**config.mk**
```make
export PLATFORM = sky130hd
export DESIGN_NAME = pfd_cell
export DESIGN_NICKNAME = d
export VERILOG_FILES = /design/src/rtl/core/pfd_pkg.sv /design/src/rtl/core/pfd_cell.sv
export SDC_FILE = /design/constraint.sdc
export NUM_CORES = 1
export LEC_CHECK = 0
export BUFFER_PORTS_ARGS = -buffer_cell sky130_fd_sc_hd__buf_2
export CAP_MARGIN = 15
export CORE_AREA = 2 2 237 239
export DETAILED_ROUTE_END_ITERATION = 8
export DIE_AREA = 0 0 239 241
export GPL_TIMING_DRIVEN = 0
export HOLD_SLACK_MARGIN = 0.12
export PLACE_DENSITY = 0.53
export SLEW_MARGIN = 25
export SYNTH_ARGS = -nofsm -noshare
export SYNTH_HDL_FRONTEND = slang
export SYNTH_SLANG_ARGS = --single-unit
```
**constraint.sdc**
```tcl
create_clock -name clock -period 13.81 [get_ports clock]
set_clock_uncertainty 0.05 [all_clocks]
set_input_delay 1.381 -clock clock [delete_from_list [all_inputs] [get_ports clock]]
set_output_delay 1.381 -clock clock [all_outputs]
set_load 0.01 [all_outputs]
```
**src/rtl/core/pfd_pkg.sv**
```systemverilog
package pfd_pkg;

   localparam int SLOTS_DEFAULT = 64;
   localparam int SLOTS_MAX     = 1024;
   localparam int SLOT_IDX_W    = 10;
   localparam int COUNT_W       = 11;
   localparam int CAP_W         = 7;

   localparam logic [CAP_W-1:0] CAP_RESET = 7'd64;

   localparam logic [1:0] REQ_SET        = 2'd0;
   localparam logic [1:0] REQ_GET        = 2'd1;
   localparam logic [1:0] REQ_CLEAR_ONE  = 2'd2;
   localparam logic [1:0] REQ_CLEAR_PROC = 2'd3;

   localparam logic [1:0] ST_OK      = 2'd0;
   localparam logic [1:0] ST_BAD_PID = 2'd1;
   localparam logic [1:0] ST_FULL    = 2'd2;
   localparam logic [1:0] ST_MISSING = 2'd3;

   typedef struct packed {
      logic [1:0]  req_type;
      logic [31:0] process_id;
      logic [31:0] descriptor;
      logic [63:0] payload_in;
   } pfd_req_type;

   typedef struct packed {
      logic [1:0]  status;
      logic        hit;
      logic [5:0]  slot_index;
      logic [63:0] payload_out;
      logic [6:0]  cleared_count;
   } pfd_rsp_type;

   typedef struct packed {
      logic                  valid;
      logic [1:0]            req;
      logic [31:0]           pid;
      logic [31:0]           fd;
      logic [63:0]           payload;
      logic                  found;
      logic [SLOT_IDX_W-1:0] slot;
      logic                  free_found;
      logic [SLOT_IDX_W-1:0] free_idx;
      logic [COUNT_W-1:0]    count;
      logic [63:0]           pout;
   } pfd_token_type;

   typedef struct packed {
      logic                  valid;
      logic [SLOT_IDX_W-1:0] idx;
      logic [31:0]           pid;
      logic [31:0]           fd;
      logic [63:0]           payload;
   } pfd_alloc_type;

endpackage

```
**src/rtl/core/pfd_cell.sv**
```systemverilog
module pfd_cell #(
   parameter int INDEX = 0
) (
   input  logic                      clock,
   input  logic                      reset,
   input  logic                      advance,
   input  logic [pfd_pkg::CAP_W-1:0] capacity,
   input  pfd_pkg::pfd_alloc_type    alloc,
   input  pfd_pkg::pfd_token_type    tok_in,
   output pfd_pkg::pfd_token_type    tok_out
);
   import pfd_pkg::*;

   localparam logic [SLOT_IDX_W-1:0] MY_IDX = SLOT_IDX_W'(INDEX);

   logic          valid_ff, valid_in;
   logic [31:0]   pid_ff, pid_in;
   logic [31:0]   fd_ff, fd_in;
   logic [63:0]   payload_ff, payload_in;
   pfd_token_type tok_ff, tok_in_nx;

   logic active, key_hit, first, frees, alloc_hit;

   always_comb begin
      active    = tok_in.valid && (32'(capacity) > 32'(INDEX));
      key_hit   = active && valid_ff && (pid_ff == tok_in.pid) &&
                  ((tok_in.req == REQ_CLEAR_PROC) || (fd_ff == tok_in.fd));
      first     = key_hit && !tok_in.found;
      frees     = key_hit && ((tok_in.req == REQ_CLEAR_PROC) ||
                              (first && (tok_in.req == REQ_CLEAR_ONE)));
      alloc_hit = alloc.valid && (alloc.idx == MY_IDX);

      tok_in_nx = tok_in;
      if (key_hit) begin
         tok_in_nx.found = 1'b1;
      end
      if (first) begin
         tok_in_nx.slot = MY_IDX;
      end
      if (first && (tok_in.req == REQ_GET)) begin
         tok_in_nx.pout = payload_ff;
      end
      if (frees) begin
         tok_in_nx.count = tok_in.count + COUNT_W'(1);
      end
      if (active && !valid_ff && !tok_in.free_found) begin
         tok_in_nx.free_found = 1'b1;
         tok_in_nx.free_idx   = MY_IDX;
      end

      valid_in   = valid_ff;
      pid_in     = pid_ff;
      fd_in      = fd_ff;
      payload_in = payload_ff;
      if (alloc_hit) begin
         valid_in   = 1'b1;
         pid_in     = alloc.pid;
         fd_in      = alloc.fd;
         payload_in = alloc.payload;
      end else if (frees) begin
         valid_in = 1'b0;
      end else if (first && (tok_in.req == REQ_SET)) begin
         payload_in = tok_in.payload;
      end
   end

   always_ff @(posedge clock) begin
      if (reset) begin
         valid_ff     <= 1'b0;
         tok_ff.valid <= 1'b0;
      end else if (advance) begin
         valid_ff <= valid_in;
         tok_ff   <= tok_in_nx;
      end
   end

   always_ff @(posedge clock) begin
      if (advance) begin
         pid_ff     <= pid_in;
         fd_ff      <= fd_in;
         payload_ff <= payload_in;
      end
   end

   assign tok_out = tok_ff;

endmodule

```
**Word-level counts from Yosys, hierarchy flattened**

Cells that the tools add are included.

- Add/subtract/negate cells: 1
- Magnitude comparators: 1
- Eq/ne operators: 6
- Mux-type cells: 7
- Bitwise gates (word level): 1
- Reductions and logical operators: 25

Operators with widths:

| operator | number |
|---|---|
| 64-bit 2-to-1 mux | 4 |
| 32-bit == test | 2 |
| 1-bit logical AND | 12 |
| 11-bit by 1-bit adder with 11-bit output, second input constant | 1 |
| 11-bit 2-to-1 mux | 1 |
| 10-bit zero test | 1 |
| 7-bit by 1-bit greater-than comparator with 1-bit output, second input constant | 1 |
| 2-bit AND reduction | 3 |
| 2-bit == test, second input constant | 2 |
| 2-bit nonzero test | 2 |
| 1-bit zero test | 3 |
| 3-bit AND reduction | 1 |
| 2-bit by 1-bit == test with 1-bit output, second input constant | 1 |
| 2-bit zero test | 1 |
| 1-bit logical OR | 2 |
| 1-bit 2-to-1 mux | 2 |
| 2-bit by 1-bit != test with 1-bit output, second input constant | 1 |
| 1-bit inverter | 1 |

- Flip-flop bits (word level): 357
- Bits of input ports: 377
- Output and inout bits: 228
- Logic and storage cells: 56

**Logic depth before layout (Yosys ltp)**

- Word-level depth: 11
- Gate-level depth with buffers: 7
- Mapped depth without buffers: 6

**Worst setup path after synthesis**

OpenSTA, ideal clock, no wires.

- Path kind: input port to flip-flop
- From: input port advance
- To: register tok_ff, in the netlist tok_out[0], enable pin
- Arrival: 10.840 ns
- Required time: 12.938 ns
- Setup slack: 2.099 ns
- Cell stages on the path: 2
- Path buffers: 0
- Cell sequence: inv_1 -> nor2_1

- Longest elaborated chain between the ends: 1

Ends and longest elaborated chain:

| element | RTL line | source |
|---|---|---|
| from (decl) | pfd_cell.sv:6 | `input logic advance,` |
| 2-bit AND reduction (no source line) | -- |  |
| to (signal assigned) | pfd_cell.sv:73 | `tok_ff <= tok_in_nx;` |
| to (decl) | pfd_cell.sv:20 | `pfd_token_type tok_ff, tok_in_nx;` |

No other way between the ends.
A chain may end at the register's enable or synchronous reset.

**Worst setup path in the final report**

- From: input port tok_in[183] (netlist bit)
- To: register payload_ff[4], enable pin

- Longest elaborated chain between the ends: 9

Ends and longest elaborated chain:

| element | RTL line | source |
|---|---|---|
| from (decl) | pfd_cell.sv:9 | `input pfd_pkg::pfd_token_type tok_in,` |
| 32-bit == test (*) | pfd_cell.sv:27 | `((tok_in.req == REQ_CLEAR_PROC) \|\| (fd_ff == tok_in.fd));` |
| 1-bit logical OR (*) | pfd_cell.sv:27 |  |
| 1-bit logical AND (*) | pfd_cell.sv:26 | `key_hit = active && valid_ff && (pid_ff == tok_in.pid) &&` |
| 1-bit logical AND | pfd_cell.sv:28 | `first = key_hit && !tok_in.found;` |
| 1-bit logical AND | pfd_cell.sv:30 | `(first && (tok_in.req == REQ_CLEAR_ONE)));` |
| 1-bit logical OR | pfd_cell.sv:29 | `frees = key_hit && ((tok_in.req == REQ_CLEAR_PROC) \|\|` |
| 1-bit logical AND | pfd_cell.sv:29 |  |
| 2-bit by 1-bit != test with 1-bit output (no source line) | -- |  |
| 3-bit AND reduction (no source line) (*) | -- |  |
| to (signal assigned) | pfd_cell.sv:81 | `payload_ff <= payload_in;` |
| to (decl) | pfd_cell.sv:19 | `logic [63:0] payload_ff, payload_in;` |

Mark *: on every way between the ends. The rest lies on a longest branch, timed or not.

==> results_tabular.tex <==
\begin{tabular}{lr}
\hline
Metric & Value \\
\hline
\multicolumn{2}{l}{\textbf{Placed design}} \\
\quad Worst Setup Slack post-DPL & 8.713 ns \\
\quad Cell count after placement & a little over 2000 \\
\quad Final weighted congestion in routability-driven placement & a little over 0.8 \\
\quad Port bufs & approximately 600 \\
\quad Detailed placer's ending HPWL & roughly 34000 um \\
\multicolumn{2}{l}{\textbf{STA}} \\
\quad Setup-failing EPs final & 0 \\
\quad Max-slew violation count & 0 \\
\quad Worst max-slew margin expressed relative to the limit & 34.95\% \\
\quad Achievable frequency & around 230 MHz \\
\quad Final cycle utilization of the critical path & a little under a third \\
\quad Final period demand of the worst path & between 4 and 5 ns \\
\quad Worst Slack Setup Final & approximately 9.5 ns \\
\quad RSZ-0062 raised after global routing & false \\
\quad Transition time at the pin with the least slew margin & approximately 0.96 ns \\
\quad Sum of negative setup slack & 0 ns \\
\quad Hold violation total from the final report & 0 \\
\multicolumn{2}{l}{\textbf{Setup path}} \\
\quad Crit path kind & input port to flip-flop \\
\quad Type of element launching the critical path & input port \\
\quad CP arrival & 4.49 ns \\
\quad CP endpoint kind & flip-flop \\
\quad Required arrival time at the worst endpoint & around 14 ns \\
\quad Largest fanout on the critical path & 19 \\
\multicolumn{2}{l}{\textbf{Floorplanning}} \\
\quad Number of placed I/O pins & $\sim$600 \\
\quad Initial Util & about a quarter \\
\quad Vert. Die Dim & between 200 and 250 um \\
\quad Die outline area & between 0.05 and 0.06 mm\^{}2 \\
\quad Die Wd & 239 um \\
\quad Floorplan core area & around 0.055 mm\^{}2 \\
\quad Core Rows & 86 \\
\multicolumn{2}{l}{\textbf{Synthesis}} \\
\quad Area share of the largest cell type after synthesis & 77.65\% \\
\quad Area contributors post-synth & edfxtp\_1 (78\%), mux2\_2 (9.4\%), xnor2\_1 (4.1\%) \\
\quad Synthesized Nets & about 1100 \\
\quad Post-synth top flop & edfxtp\_1 \\
\quad FFs w/ async S/R, synth & 0\% \\
\quad Area leader, netlist & edfxtp\_1 \\
\quad Flip-flop and latch count after synthesis & between 300 and 400 \\
\quad Mean cell area of the mapped netlist & roughly 20 um\^{}2 \\
\quad Number of warnings reported in the yosys synthesis log & 0 \\
\quad Number of flops mapped to enable cells by yosys & $\sim$360 \\
\quad Register area share after synthesis & between 70\% and 80\% \\
\quad Top-count cell post-synth & edfxtp\_1 \\
\quad Commonest cells in the netlist & edfxtp\_1 (355), mux2\_2 (114), xnor2\_1 (64), nand4\_1 (29), nor2b\_1 (24) \\
\quad Number of standard cells after synthesis & 700 \\
\quad Number of distinct library cells after synthesis & 37 \\
\quad Total standard cell area after synthesis & around 0.014 mm\^{}2 \\
\multicolumn{2}{l}{\textbf{Clocking}} \\
\quad Clock Path Buffers & 3 \\
\quad Post-CTS repair timing setup buffer count & 0 \\
\quad Number of hold-repair buffers added at the cts stage & 0 \\
\quad Sinks on Clock Net & around 360 \\
\quad Worst-Skew Late Latency & approximately 0.55 ns \\
\quad Inserted Clock Buffers & $\sim$40 \\
\quad TritonCTS clock tree & built \\
\quad Total number of H-tree levels & 2 \\
\quad Clock slew seen by the registers of the worst setup and hold paths & 0.05 ns \\
\quad Buffer cell driving the clock tree root & clkbuf\_16 \\
\quad Cts repair resizes & 0 \\
\multicolumn{2}{l}{\textbf{GRT}} \\
\quad Met2 track demand over resource & a little over a quarter \\
\quad Global-route usage over all layers & $\sim$14\% \\
\quad Most used routing layer & met2 \\
\quad Global-route congestion overflow total & 0 \\
\quad Largest net degree at the start of global routing & 25 \\
\quad Number of global-route vias before repair & 9420 \\
\quad Global routing usage on met1 & between 10 and 15\% \\
\quad Global Route met3 Usage & roughly 5.4\% \\
\quad Initial antenna violation count & 11 \\
\quad Wire length of the first global-routing pass & 59000 um \\
\multicolumn{2}{l}{\textbf{Routing}} \\
\quad Number of nets with antenna violations after detailed routing & 0 \\
\quad 1st-iter DRT viols & 358 \\
\quad Average routed wire per standard cell & 20.19 um \\
\quad Via count & a little under 9000 \\
\quad Final Routed Wirelength & 42470 um \\
\quad Residual DRC & 0 \\
\quad Drt first pass iters & 4 \\
\quad Vias per Instance & approximately 4.2 \\
\multicolumn{2}{l}{\textbf{Finish}} \\
\quad Final Instance Count excl. Fillers & between 2000 and 2500 \\
\quad Share of final-layout standard cells stronger than drive strength 1 & slightly below 60\% \\
\quad Layout area overhead & 41.80\% \\
\quad Utilization after layout & a little over a third \\
\quad Number of nets in the finished design & 1744 \\
\multicolumn{2}{l}{\textbf{Outcome}} \\
\quad Result of the run & finished, final reports clean \\
\multicolumn{2}{l}{\textbf{Run}} \\
\quad Number of maximum-capacitance violations & 0 \\
\multicolumn{2}{l}{\textbf{Pwr}} \\
\quad Power per Cell Area & between 100 and 150 mW/mm\^{}2 \\
\quad Post-route total power & approximately 0.0025 W \\
\quad Static leakage power & between 7 and 8 nW \\
\quad Peak supply drop & about 0.10 mV \\
\multicolumn{2}{l}{\textbf{Min path}} \\
\quad Class of the worst hold path & flip-flop to flip-flop \\
\hline
\end{tabular}
-- metrics by stage --
step / hold WS (ns) / cell area, um^2
floorplan: 0.4746 / 13730
global placement: 0.4266 / 17630
detailed placement: 0.4795 / 18130
CTS: 0.4946 / 19460
global route: 0.5062 / 19460
finish: 0.4780 / 19470
-- flip-flops by register name, summed over array words and instances (netlist names) --
name        cells
pid_ff         32
tok_out       228
fd_ff          32
payload_ff     64
valid_ff        1
-- final timing paths --
kind	start	end	slack, ns	depth (start not counted)
hold / removal	tok_out[227]$_SDFFE_PP0P_	tok_out[227]$_SDFFE_PP0P_	0.48	2
setup reg to reg	fd_ff[22]$_DFFE_PP_	payload_ff[4]$_DFFE_PP_	10.09	9
hold reg to reg	tok_out[227]$_SDFFE_PP0P_	tok_out[227]$_SDFFE_PP0P_	0.48	2
setup / recovery	tok_in[183]	payload_ff[4]$_DFFE_PP_	9.52	10
-- worst max-delay path, stage by stage --
cell and delay, ns:
buf_2 0.11, xnor2_1 0.22, nand4_1 0.14, nor4_1 0.70
a32oi_1 0.29, or4_1 0.64, a21oi_4 0.40, buf_16 0.22
buf_16 0.17, buf_16 0.17
-- cell usage in the layout (no fill, tap or decap), types with 3 or more instances in the layout --
master	instances
buf_12	5
bufinv_16	3
buf_2	605
mux2_2	114
nor3_1	6
clkinv_1	4
nor2b_1	24
buf_6	7
nand2b_1	14
clkbuf_8	3
xnor2_1	64
nor4_1	3
clkbuf_1	15
nand4_1	29
clkinv_2	7
clkinvlp_4	5
diode_2	3
edfxtp_1	355
mux2_4	15
buf_16	12
or4_1	3
clkbuf_16	43
nor2_1	9
nand3_1	12
and3_1	5
inv_1	4
-- per-layer routing --
layer / up-vias / wire, um
li1: 4091 / -
met1: 4265 / 14780
met2: 443 / 22670
met3: 76 / 3935
met4: 14 / 981
met5: - / 98
-- kinds of logic (layout without fill, tap and decap cells) --
kind of cell / after synthesis / count (layout) / share of synthesized area [%]
mux: 130 / 130 / 11.06
compound gates: 10 / 10 / 0.6106
flops: 357 / 357 / 77.94
xor+xnor: 64 / 64 / 4.083
other cells: 0 / 3 / 0
simple gates: 117 / 117 / 5.304
fa+ha+maj: 1 / 1 / 0.09112
buf+inv: 21 / 717 / 0.9113
-- power breakdown --
part           internal, W  leakage [nW]  switching [W]
sequential         0.00124          3.29      0.0000109
clock             0.000640         0.644       0.000438
combinational     0.000100          3.66       0.000107
total              0.00198          7.60       0.000556
-- cell type report --
cell class | count | area (um^2)
clock buffers | 52 | 1140
clock inverters | 21 | 195.2
diodes | 3 | 7.507
repair buffers | 623 | 3480
multi-input cells | 322 | 2939
well taps | 704 | 880.8
plain buffers | 17 | 111.4
fillers | 5376 | 35410
inverters | 4 | 15.01
flip-flops and latches | 357 | 10700
No activity file was read; power rests on OpenSTA's default activity.
